`config.mk`:
```
export PLATFORM = sky130hd
export DESIGN_NAME = gyro_angle_integrator_top
export DESIGN_NICKNAME = d
export VERILOG_FILES = /design/src/hw/rtl/gai_pkg.sv /design/src/hw/rtl/gai_front.sv /design/src/hw/rtl/gai_queue.sv /design/src/hw/rtl/gai_back.sv /design/src/hw/rtl/gyro_angle_integrator_top.sv
export SDC_FILE = /design/constraint.sdc
export NUM_CORES = 2
export LEC_CHECK = 0
export ABC_CLOCK_PERIOD_IN_PS = 21100
export BUFFER_PORTS_ARGS = -buffer_cell sky130_fd_sc_hd__buf_2
export CAP_MARGIN = 20
export CORE_ASPECT_RATIO = 0.6
export CORE_UTILIZATION = 49
export CTS_CLUSTER_SIZE = 30
export DETAILED_ROUTE_END_ITERATION = 6
export GPL_ROUTABILITY_DRIVEN = 0
export GPL_TIMING_DRIVEN = 1
export PLACE_DENSITY = 0.63
export SLEW_MARGIN = 30
export SYNTH_ARGS = -nofsm -noshare
export SYNTH_HDL_FRONTEND = slang
export SYNTH_SLANG_ARGS = --single-unit
export TNS_END_PERCENT = 100
```
`constraint.sdc`:
```
create_clock -name clk -period 21.1 [get_ports clk]
set_input_delay 1.055 -clock clk [delete_from_list [all_inputs] [get_ports clk]]
set_output_delay 1.055 -clock clk [all_outputs]
set_load 0.03 [all_outputs]
```
`src/hw/rtl/gai_pkg.sv`:
```
// Shared types and constants of the gyro angle integrator.
package gai_pkg;

    // Angle unit is 1/131072000 degree; 131072000 = 2^20 * 125
    localparam int unsigned ACC_W        = 37;
    localparam longint      UNITS_PER_DEG = 64'd131072000;
    localparam logic signed [ACC_W-1:0] FULL_TURN = 37'sd47185920000;
    localparam logic [35:0] HALF_DEG     = 36'd65536000;
    localparam int unsigned DEG_SHIFT    = 20;
    // floor(v / 125) = (v * RECIP_125) >> RECIP_SHIFT for v below 2^18
    localparam logic [16:0] RECIP_125    = 17'd67109;
    localparam int unsigned RECIP_SHIFT  = 23;

    // Configuration register indexes
    localparam logic [1:0] CFG_OFFSET_X = 2'd0;
    localparam logic [1:0] CFG_OFFSET_Y = 2'd1;
    localparam logic [1:0] CFG_OFFSET_Z = 2'd2;

    typedef struct packed {
        logic signed [15:0] rate_x;
        logic signed [15:0] rate_y;
        logic signed [15:0] rate_z;
        logic        [15:0] elapsed_us;
        logic               clear_angles;
    } in_item_t;

    typedef struct packed {
        logic [5:0] tilt_x;
        logic [5:0] tilt_y;
        logic [8:0] heading;
    } out_item_t;

    // Request after offset correction, as held in the queue
    typedef struct packed {
        logic signed [16:0] corr_x;
        logic signed [16:0] corr_y;
        logic signed [16:0] corr_z;
        logic        [15:0] elapsed_us;
        logic               clear_angles;
    } q_item_t;

    typedef struct packed {
        logic not_empty;
        logic full;
    } q_status_t;

endpackage

```
`src/hw/rtl/gai_front.sv`:
```
// Front end: offset registers, request acceptance and rate correction.
module gai_front (
    input  logic                clk,
    input  logic                rst_n,
    input  logic                in_valid,
    output logic                in_ready,
    input  gai_pkg::in_item_t   in_data,
    input  logic                cfg_we,
    input  logic [1:0]          cfg_index,
    input  logic [15:0]         cfg_data,
    input  gai_pkg::q_status_t  q_status,
    output logic                push,
    output gai_pkg::q_item_t    push_data
);

    logic signed [15:0] offset_x_reg;
    logic signed [15:0] offset_y_reg;
    logic signed [15:0] offset_z_reg;

    // Write calibration offsets
    always_ff @(posedge clk or negedge rst_n)
    begin
        if (!rst_n)
        begin
            offset_x_reg <= '0;
            offset_y_reg <= '0;
            offset_z_reg <= '0;
        end
        else if (cfg_we)
        begin
            unique case (cfg_index)
                gai_pkg::CFG_OFFSET_X: offset_x_reg <= $signed(cfg_data);
                gai_pkg::CFG_OFFSET_Y: offset_y_reg <= $signed(cfg_data);
                gai_pkg::CFG_OFFSET_Z: offset_z_reg <= $signed(cfg_data);
                default: ;
            endcase
        end
    end

    // Accept while the queue has room
    assign in_ready = !q_status.full;
    assign push     = in_valid && !q_status.full;

    // Subtract offsets at 17 bits so the difference never wraps
    always_comb
    begin
        push_data.corr_x = 17'(in_data.rate_x) - 17'(offset_x_reg);
        push_data.corr_y = 17'(in_data.rate_y) - 17'(offset_y_reg);
        push_data.corr_z = 17'(in_data.rate_z) - 17'(offset_z_reg);
        push_data.elapsed_us   = in_data.elapsed_us;
        push_data.clear_angles = in_data.clear_angles;
    end

endmodule

```
`src/hw/rtl/gai_queue.sv`:
```
// Two-entry request queue between front and back end.
module gai_queue (
    input  logic                clk,
    input  logic                rst_n,
    input  logic                push,
    input  gai_pkg::q_item_t    push_data,
    input  logic                pop,
    output gai_pkg::q_item_t    head,
    output gai_pkg::q_status_t  status
);

    gai_pkg::q_item_t entry_reg [2];
    logic             wr_ptr_reg;
    logic             rd_ptr_reg;
    logic [1:0]       count_reg;

    // Store requests
    always_ff @(posedge clk)
    begin
        if (push)
        begin
            entry_reg[wr_ptr_reg] <= push_data;
        end
    end

    // Advance pointers and fill count
    always_ff @(posedge clk or negedge rst_n)
    begin
        if (!rst_n)
        begin
            wr_ptr_reg <= 1'b0;
            rd_ptr_reg <= 1'b0;
            count_reg  <= '0;
        end
        else
        begin
            if (push)
            begin
                wr_ptr_reg <= !wr_ptr_reg;
            end
            if (pop)
            begin
                rd_ptr_reg <= !rd_ptr_reg;
            end
            if (push && !pop)
            begin
                count_reg <= count_reg + 2'd1;
            end
            else if (pop && !push)
            begin
                count_reg <= count_reg - 2'd1;
            end
        end
    end

    assign head             = entry_reg[rd_ptr_reg];
    assign status.not_empty = (count_reg != 2'd0);
    assign status.full      = (count_reg == 2'd2);

endmodule

```
`src/hw/rtl/gai_back.sv`:
```
// Back end: rate times time, angle accumulation with wrap, rounding and clamping.
module gai_back #(
    parameter int TILT_LIMIT = 30
) (
    input  logic                clk,
    input  logic                rst_n,
    input  gai_pkg::q_item_t    head,
    input  gai_pkg::q_status_t  q_status,
    output logic                pop,
    output logic                out_valid,
    input  logic                out_ready,
    output gai_pkg::out_item_t  out_data
);

    localparam int unsigned AW = gai_pkg::ACC_W;
    localparam logic signed [AW-1:0] LIM_UNITS =
        AW'(longint'(TILT_LIMIT) * gai_pkg::UNITS_PER_DEG);
    localparam logic signed [AW-1:0] NEG_LIM_UNITS = -LIM_UNITS;
    localparam logic signed [7:0]    LIM8 = 8'(TILT_LIMIT);

    // Wrap a sum by a truncated remainder of a full turn; heading folds into [0, turn)
    function automatic logic signed [AW-1:0] wrap_turn(
        input logic signed [AW-1:0] sum,
        input logic                 fold
    );
        logic signed [AW-1:0] res;
        res = sum;
        if (sum >= gai_pkg::FULL_TURN)
        begin
            res = sum - gai_pkg::FULL_TURN;
        end
        else if (sum <= -gai_pkg::FULL_TURN)
        begin
            res = sum + gai_pkg::FULL_TURN;
        end
        else if (fold && sum < 0)
        begin
            res = sum + gai_pkg::FULL_TURN;
        end
        return res;
    endfunction

    // Magnitude plus half a degree, in units of 2^20, times the reciprocal of 125
    function automatic logic [32:0] scale_deg(input logic signed [AW-1:0] a);
        logic [AW-1:0] mag;
        logic [35:0]   rnd;
        mag = a[AW-1] ? AW'(-a) : AW'(a);
        rnd = mag[35:0] + gai_pkg::HALF_DEG;
        return 33'(rnd[35:gai_pkg::DEG_SHIFT]) * 33'(gai_pkg::RECIP_125);
    endfunction

    // Signed whole degrees to clamped, offset tilt code
    function automatic logic [5:0] tilt_code(
        input logic [32:0] prod,
        input logic        neg,
        input logic        hi,
        input logic        lo
    );
        logic        [7:0] q;
        logic signed [7:0] t;
        q = prod[gai_pkg::RECIP_SHIFT +: 8];
        t = neg ? -$signed(q) : $signed(q);
        if (hi)
        begin
            t = LIM8;
        end
        else if (lo)
        begin
            t = -LIM8;
        end
        return 6'(t + LIM8);
    endfunction

    logic                 advance;
    logic                 s1_valid_reg;
    logic                 s2_valid_reg;
    logic                 s3_valid_reg;
    logic                 out_valid_reg;
    gai_pkg::out_item_t   out_data_reg;
    gai_pkg::out_item_t   out_data_next;

    logic signed [32:0]   s1_prod_x_reg;
    logic signed [32:0]   s1_prod_y_reg;
    logic signed [32:0]   s1_prod_z_reg;
    logic                 s1_clear_reg;
    logic signed [33:0]   prod_x_full;
    logic signed [33:0]   prod_y_full;
    logic signed [33:0]   prod_z_full;

    logic signed [AW-1:0] acc_x_reg;
    logic signed [AW-1:0] acc_y_reg;
    logic signed [AW-1:0] acc_z_reg;
    logic signed [AW-1:0] acc_x_next;
    logic signed [AW-1:0] acc_y_next;
    logic signed [AW-1:0] acc_z_next;
    logic signed [AW-1:0] base_x;
    logic signed [AW-1:0] base_y;
    logic signed [AW-1:0] base_z;

    logic [32:0]          s3_prod_x_reg;
    logic [32:0]          s3_prod_y_reg;
    logic [32:0]          s3_prod_z_reg;
    logic                 s3_neg_x_reg;
    logic                 s3_neg_y_reg;
    logic                 s3_hi_x_reg;
    logic                 s3_hi_y_reg;
    logic                 s3_lo_x_reg;
    logic                 s3_lo_y_reg;

    // Whole pipeline moves unless a result is held at the output
    assign advance = !out_valid_reg || out_ready;
    assign pop     = advance && q_status.not_empty;

    // Stage 1: corrected rate times elapsed time
    assign prod_x_full = head.corr_x * $signed({1'b0, head.elapsed_us});
    assign prod_y_full = head.corr_y * $signed({1'b0, head.elapsed_us});
    assign prod_z_full = head.corr_z * $signed({1'b0, head.elapsed_us});

    always_ff @(posedge clk)
    begin
        if (advance)
        begin
            s1_prod_x_reg <= prod_x_full[32:0];
            s1_prod_y_reg <= prod_y_full[32:0];
            s1_prod_z_reg <= prod_z_full[32:0];
            s1_clear_reg  <= head.clear_angles;
        end
    end

    // Stage 2: accumulate and wrap
    always_comb
    begin
        base_x     = s1_clear_reg ? '0 : acc_x_reg;
        base_y     = s1_clear_reg ? '0 : acc_y_reg;
        base_z     = s1_clear_reg ? '0 : acc_z_reg;
        acc_x_next = wrap_turn(base_x + AW'(s1_prod_x_reg), 1'b0);
        acc_y_next = wrap_turn(base_y + AW'(s1_prod_y_reg), 1'b0);
        acc_z_next = wrap_turn(base_z + AW'(s1_prod_z_reg), 1'b1);
    end

    always_ff @(posedge clk or negedge rst_n)
    begin
        if (!rst_n)
        begin
            acc_x_reg <= '0;
            acc_y_reg <= '0;
            acc_z_reg <= '0;
        end
        else if (advance && s1_valid_reg)
        begin
            acc_x_reg <= acc_x_next;
            acc_y_reg <= acc_y_next;
            acc_z_reg <= acc_z_next;
        end
    end

    // Stage 3: scale to degrees and flag the tilt limits
    always_ff @(posedge clk)
    begin
        if (advance)
        begin
            s3_prod_x_reg <= scale_deg(acc_x_reg);
            s3_prod_y_reg <= scale_deg(acc_y_reg);
            s3_prod_z_reg <= scale_deg(acc_z_reg);
            s3_neg_x_reg  <= acc_x_reg[AW-1];
            s3_neg_y_reg  <= acc_y_reg[AW-1];
            s3_hi_x_reg   <= (acc_x_reg >= LIM_UNITS);
            s3_hi_y_reg   <= (acc_y_reg >= LIM_UNITS);
            s3_lo_x_reg   <= (acc_x_reg <= NEG_LIM_UNITS);
            s3_lo_y_reg   <= (acc_y_reg <= NEG_LIM_UNITS);
        end
    end

    // Stage 4: form the result
    always_comb
    begin
        out_data_next.tilt_x  = tilt_code(s3_prod_x_reg, s3_neg_x_reg,
                                          s3_hi_x_reg, s3_lo_x_reg);
        out_data_next.tilt_y  = tilt_code(s3_prod_y_reg, s3_neg_y_reg,
                                          s3_hi_y_reg, s3_lo_y_reg);
        out_data_next.heading = s3_prod_z_reg[gai_pkg::RECIP_SHIFT +: 9];
    end

    always_ff @(posedge clk)
    begin
        if (advance)
        begin
            out_data_reg <= out_data_next;
        end
    end

    // Valid bits of each stage
    always_ff @(posedge clk or negedge rst_n)
    begin
        if (!rst_n)
        begin
            s1_valid_reg  <= 1'b0;
            s2_valid_reg  <= 1'b0;
            s3_valid_reg  <= 1'b0;
            out_valid_reg <= 1'b0;
        end
        else if (advance)
        begin
            s1_valid_reg  <= q_status.not_empty;
            s2_valid_reg  <= s1_valid_reg;
            s3_valid_reg  <= s2_valid_reg;
            out_valid_reg <= s3_valid_reg;
        end
    end

    assign out_valid = out_valid_reg;
    assign out_data  = out_data_reg;

endmodule

```
`src/hw/rtl/gyro_angle_integrator_top.sv`:
```
// Top level of the gyro angle integrator.
// Integrates three-axis gyro rate requests into angles held exactly in units of
// 1/131072000 degree and returns one result per request: two tilt codes
// clamped to +-TILT_LIMIT degrees plus TILT_LIMIT, and a heading of 0..360.
// A result passes the product, accumulator, scaled and output registers. While
// the queue has room and the output is not stalled, each angle accumulator's
// add-and-wrap loop sets the rate of one request per cycle. A two-entry queue
// between the offset-correcting front end and the multiply, accumulate and
// rounding pipeline lets input and output stall independently. Offsets must be
// written by the user while no request is in flight; not enforced by the block.
module gyro_angle_integrator_top #(
    parameter int TILT_LIMIT = 30
) (
    input  logic                clk,
    input  logic                rst_n,
    input  logic                in_valid,
    output logic                in_ready,
    input  gai_pkg::in_item_t   in_data,
    output logic                out_valid,
    input  logic                out_ready,
    output gai_pkg::out_item_t  out_data,
    input  logic                cfg_we,
    input  logic [1:0]          cfg_index,
    input  logic [15:0]         cfg_data
);

    gai_pkg::q_status_t q_status;
    gai_pkg::q_item_t   push_data;
    gai_pkg::q_item_t   head;
    logic               push;
    logic               pop;

    gai_front u_front (
        .clk       (clk),
        .rst_n     (rst_n),
        .in_valid  (in_valid),
        .in_ready  (in_ready),
        .in_data   (in_data),
        .cfg_we    (cfg_we),
        .cfg_index (cfg_index),
        .cfg_data  (cfg_data),
        .q_status  (q_status),
        .push      (push),
        .push_data (push_data)
    );

    gai_queue u_queue (
        .clk       (clk),
        .rst_n     (rst_n),
        .push      (push),
        .push_data (push_data),
        .pop       (pop),
        .head      (head),
        .status    (q_status)
    );

    gai_back #(
        .TILT_LIMIT (TILT_LIMIT)
    ) u_back (
        .clk       (clk),
        .rst_n     (rst_n),
        .head      (head),
        .q_status  (q_status),
        .pop       (pop),
        .out_valid (out_valid),
        .out_ready (out_ready),
        .out_data  (out_data)
    );

endmodule

```
Yosys cells after proc, flatten, opt, wreduce, memory -nomap -nowiden
Memories as Yosys holds them, arrays and structs flattened.
Cells that the tools add are included.
{ "word_totals": {"register_bits": 384, "ram_bits": 136, "rom_bits": 0, "mem_count": 1, "in_bits": 88, "out_inout_bits": 23, "latchBits": 0, "word_cells": 115} }
{ "memory_table": {"columns": ["memory", "depth", "width", "read_ports", "rd_ports_with_merged_regs", "wr", "line_no", "source"], "rows": [
  ["u_queue.entry_reg", 2, 68, 1, 0, 1, "gai_queue.sv:12", "gai_pkg::q_item_t entry_reg [2];"]
]} }
{ "classes": {"muxes": 23, "eq_ne": 3, "magnitude_cmp": 11, "n_div": 0, "shift": 0, "n_reduce_logical": 18, "add_sub_neg": 24, "mul": 6, "bitwise": 0} }
{ "op_table": {"columns": ["cell", "n"], "rows": [
  ["$mux 37", 10],
  ["$add 37x33->37", 3],
  ["$add 37x37->37 const B", 3],
  ["$ge 37x37->1 const B", 3],
  ["$le 37x37->1 const B", 3],
  ["$sub 37x37->37 const B", 3],
  ["$add 36x26->36 const B", 3],
  ["$mux 36", 3],
  ["$neg 36->36", 3],
  ["$mul 17x17->33", 3],
  ["$ge 37x33->1 const B", 2],
  ["$le 37x33->1 const B", 2],
  ["$mul 16x17->29 const B", 2],
  ["$sub 16x16->17", 3],
  ["$lt 37x1->1 const B", 1],
  ["$mux 6", 6],
  ["$mul 16x17->32 const B", 1],
  ["$add 6x6->6 const B", 2],
  ["$neg 6->6", 2],
  ["$logic_not 1->1", 6],
  ["$reduce_and 2->1", 3],
  ["$logic_and 1x1->1", 5],
  ["$eq 2x2->1 const B", 2],
  ["$mux 2", 2],
  ["other kinds (7)", 9]
]} }

Depth between registers and ports, before layout
{ "depth": {"ltp_word": 7, "depth_mapped": 38, "depth_no_buf": 38} }

Cells and area by module
A second synthesis with hierarchy kept.
{ "hier_totals": {"cells_unflattened": 7580, "hier_area_um2": 70335.0} }
{ "modules_own_cells": {"columns": ["mod", "seq_area_each_um2", "cells_per_inst", "area_per_inst_um2", "n_inst"], "rows": [
  ["gai_back", 7322.0, 6852, 60925.9, 1],
  ["gai_queue", 4184.0, 228, 5138.7, 1],
  ["gai_front", 1201.2, 500, 4270.3, 1]
]} }

Worst setup path after synthesis
Ideal clock, no wire load.
{ "synth_timing": {"kind": "register -> register", "startpoint": "register u_back.acc_x_reg[16]", "endpoint": "register u_back.s3_prod_x_reg[28] (data pin)", "t_required_ns": 20.832, "synth_period_minus_slack_ns": 8.407, "slack_ns": 12.693, "path_stages_with_launch": 35, "t_arrival_ns": 8.139, "path_buffers": 1, "setup_ns": 0.268, "path_cell_list": "dfrtp_1 nor4_1 nand4_1 or2_2 or3_1 or3_1 clkbuf_1 or3_1 or3_1 xnor2_1 o22ai_1 o2111ai_1 o2bb2ai_1 xnor2_1 ha_1 fa_1 fa_1 inv_1 fa_1 fa_1 inv_1 ha_1 ha_1 a21oi_1 nor2b_1 o21ai_0 nand2b_1 a21oi_1 nor2b_1 o21ai_0 o311ai_0 a31oi_1 nor2_1 a2111oi_0 xnor3_1"} }
{ "synth_via": {"elab_chain_cells": 4} }
{ "synth_rtl": {"columns": ["element", "line_no", "source"], "rows": [
  ["start, declared", "gai_back.sv:90", "logic signed [AW-1:0] acc_x_reg;"],
  ["start signal, assigned", "gai_back.sv:151", "acc_x_reg <= acc_x_next;"],
  ["$neg 36->36", "gai_back.sv:47", "mag = a[AW-1] ? AW'(-a) : AW'(a);"],
  ["$mux 36 *", "gai_back.sv:47", null],
  ["$add 36x26->36 *", "gai_back.sv:48", "rnd = mag[35:0] + gai_pkg::HALF_DEG;"],
  ["$mul 16x17->29 *", "gai_back.sv:49", "return 33'(rnd[35:gai_pkg::DEG_SHIFT]) * 33'(gai_pkg::RECIP_125);"],
  ["end signal, assigned", "gai_back.sv:162", "s3_prod_x_reg <= scale_deg(acc_x_reg);"],
  ["end, declared", "gai_back.sv:100", "logic [32:0] s3_prod_x_reg;"]
]} }
Mark *: on every way between the ends. The rest lies on a longest branch, timed or not.
A chain may end at the register's enable or synchronous reset.

Final worst setup path
{ "layout_timing": {"startpoint": "register u_back.acc_x_reg[8]", "endpoint": "register u_back.s3_prod_x_reg[28] (data pin)"} }
Same word-level chain as after synthesis.

==> impl_results.md <==
* Port bufs at 110
* Yosys warnings at 0
* Slew Limit Headroom at 0.339
* Library cells used by synthesis at 90
* Register clock-pin slew on the reported worst setup and hold paths at 0.07 ns
* Setup-failing EPs final at 0
* Worst Setup SP: u_back.acc_x_reg[8]$_DFFE_PN0P_
* Initial antenna violation count at 1
* Crit path max-delay cell type: nor4_1
* Starting Density at 0.494
* Gate Count Post-Synth at 7,461
* Vias in the first global route at 52,987
* Post-synthesis mux area share at 0.0292
* Detailed Routing Iterations Pass 1 at 5
* Starting DRT DRC Count at 4,404
* Final hold viol count at 0
* Hold Crit Class: reg2reg
* Startpoint Class: register
* Number of flops mapped to enable cells by yosys at 284
* Pin count of the biggest net entering global routing at 90
* Layout cells sized above 1 at 0.0589
* Ys flop type: edfxtp_1
* Max incr delay on CP at 0.52 ns
* Final wirelength at 181,000 um
* Reg-to-reg startpoint: u_back.acc_x_reg[8]$_DFFE_PN0P_
* Post-Syn Nets at 9,295
* Register bit count reported by yosys at 451
* Slew Viols, Final at 0
* Max Root-Sink Buffers at 3
* Routed len/inst at 19.3 um
* CTS sink count at 451
* Area Overhead vs Synth at 6.47%
* Nets at 9,276
* First-pass GRT wire length at 297,000 um
* CTS tree: built
* Die Ht at 292 um
* Num ports at 111
* Max FFs per register at 136
* Reg-to-reg slack, setup at 11.32 ns
* Routed vias/inst at 5.54
* Multi-input logic area at 0.0504 mm2
* Antenna-violating nets left at 0
* Tcrit/Tclk final at 0.463
* Crit end category: register
* Core footprint at 0.139 mm2
* Maximum fanout along the worst path at 7
* Adder-cell share of the synthesized area at 0.421
* Detailed Place HPWL at 146,000 um
* Commonest non-fill, non-tap cells in the layout: 1,311 x inv_1, 945 x fa_1, 839 x nand2_1, 801 x ha_1, 677 x nor2_1
* CP required at 21.51 ns
* Cell at the root of the clock tree: clkbuf_16
* Worst Path Buf+Inv at 2
* Largest family of logic cells by synthesized area: adder cells
* Most common cell after layout, fill and taps aside: inv_1
* DRC at 0
* Worst Skew at 0.0594 ns
* Worst r2r dst: u_back.s3_prod_x_reg[28]$_DFFE_PN_
* Total number of vias at 51,972
* CP endpoint: u_back.s3_prod_x_reg[28]$_DFFE_PN_
* FMAX at 102 MHz
* # rows at 106
* Fillers at 12,672
* Simple-gate share of the synthesized area at 0.138
* Hold_buf cts at 0
* Seq/Total Area, Yosys at 0.185
* CP Class: reg2reg
* Tightest Pin Transition at 0.979 ns
* Fraction of synthesized cell area in xor and xnor cells at 0.0468
* H-tree Lvls at 2
* Final min period at 9.78 ns
* Chip width at 486 um
* Post-CTS Setup Inserts at 0
* Post-synthesis compound-gate area fraction at 0.0953
* Max Cap Violations at 0
* Arrival time at the worst endpoint at 10.19 ns
* GR Overflow Total at 0
* Stages on the worst setup path at 33
* Worst R2R Path Depth at 33
* Die Area at 0.142 mm2
* Setup TNS at 0 ns
* Num CTS Buffers at 52
* Average size of a mapped cell at 9.23 um2
* GRT Util Overall at 0.264
* Clock Latency Late Sink at 0.68 ns
* Cell Area, Synth at 0.0688 mm2
* Async set-or-reset flop fraction in the synthesized netlist at 0.370
* RSZ-0062 raised after global routing: no
* CP delay by family, top: simple AND/OR/NAND/NOR gates
* Cts repair resizes at 0
* Reg area at 0.0127 mm2
* Outcome: finished clean
==> cell usage after synthesis (77+ instances only) <==
cell | number | area share
inv_1 | 1311 | 0.071
dfrtp_1 | 167 | 0.061
mux2i_1 | 78 | 0.011
clkbuf_1 | 230 | 0.013
nor2b_1 | 140 | 0.013
xor2_1 | 94 | 0.012
nand3_1 | 77 | 0.0056
mux2_2 | 109 | 0.018
nor2_1 | 678 | 0.037
edfxtp_1 | 284 | 0.12
xnor2_1 | 271 | 0.034
nand2_1 | 840 | 0.046
a21o_1 | 101 | 0.011
ha_1 | 801 | 0.15
o21ai_0 | 257 | 0.019
fa_1 | 945 | 0.27
a21oi_1 | 230 | 0.017
==> worst min path at each step <==
stage | cells after the start | startpoint | end | slack [ns]
global route | 0 | u_back.s3_prod_z_reg[30]$_DFFE_PN_ | u_back.out_data[7]$_DFFE_PN_ | 0.43
global placement | 0 | u_back.s3_prod_z_reg[27]$_DFFE_PN_ | u_back.out_data[4]$_DFFE_PN_ | 0.40
finish | 0 | u_back.s3_prod_z_reg[27]$_DFFE_PN_ | u_back.out_data[4]$_DFFE_PN_ | 0.42
CTS | 1 | rst_n | u_queue.rd_ptr_reg$_DFFE_PN0P_ | 0.42
detailed placement | 0 | u_back.s3_prod_z_reg[30]$_DFFE_PN_ | u_back.out_data[7]$_DFFE_PN_ | 0.40
floorplan | 0 | u_back.s3_prod_z_reg[23]$_DFFE_PN_ | u_back.out_data[0]$_DFFE_PN_ | 0.40
==> through the flow <==
step / std cells / setup WS (ns) / area [um2] / utilization / hold WS [ns]
floorplan: 7461 / 12.69 / 68800 / - / 0.400
global placement: 9276 / 11.45 / 71400 / 0.513 / 0.404
detailed placement: 9276 / 11.33 / 71400 / 0.513 / 0.405
CTS: 9374 / 11.24 / 73200 / 0.525 / 0.416
global route: 9376 / 10.57 / 73300 / 0.526 / 0.426
finish: 9377 / 11.32 / 73300 / 0.526 / 0.418
==> cell families (layout without fill, tap and decap cells) <==
kind of cell	after synthesis	after routing
adder cells (fa/ha/maj)	1747	1747
XOR/XNOR	366	366
flip-flops	451	451
multiplexers	187	187
other	0	1
AO/OA/AOI/OAI	1014	1014
buffers and inverters	1564	1589
AND/OR/NAND/NOR	2132	2132
==> final cells by class <==
type / instances / share of cell area
clock buffers: 61 / 0.0189
clock inverters: 37 / 0.00526
diodes: 1 / 0.0000341
flip-flops and latches: 451 / 0.173
multi-input cells: 5446 / 0.688
repair buffers: 180 / 0.0153
inverters: 1311 / 0.0671
well taps: 1890 / 0.0323
==> per-layer routing <==
layer,share of wire,vias to the layer above,track usage
li1,-,24212,-
met1,0.49,25717,0.413
met2,0.40,1848,0.374
met3,0.087,195,0.0529
met4,0.018,0,0.0479
met5,0,-,0
Power is not shown: default switching activity piles up to over one toggle a cycle in this logic, so the estimate is an artifact.
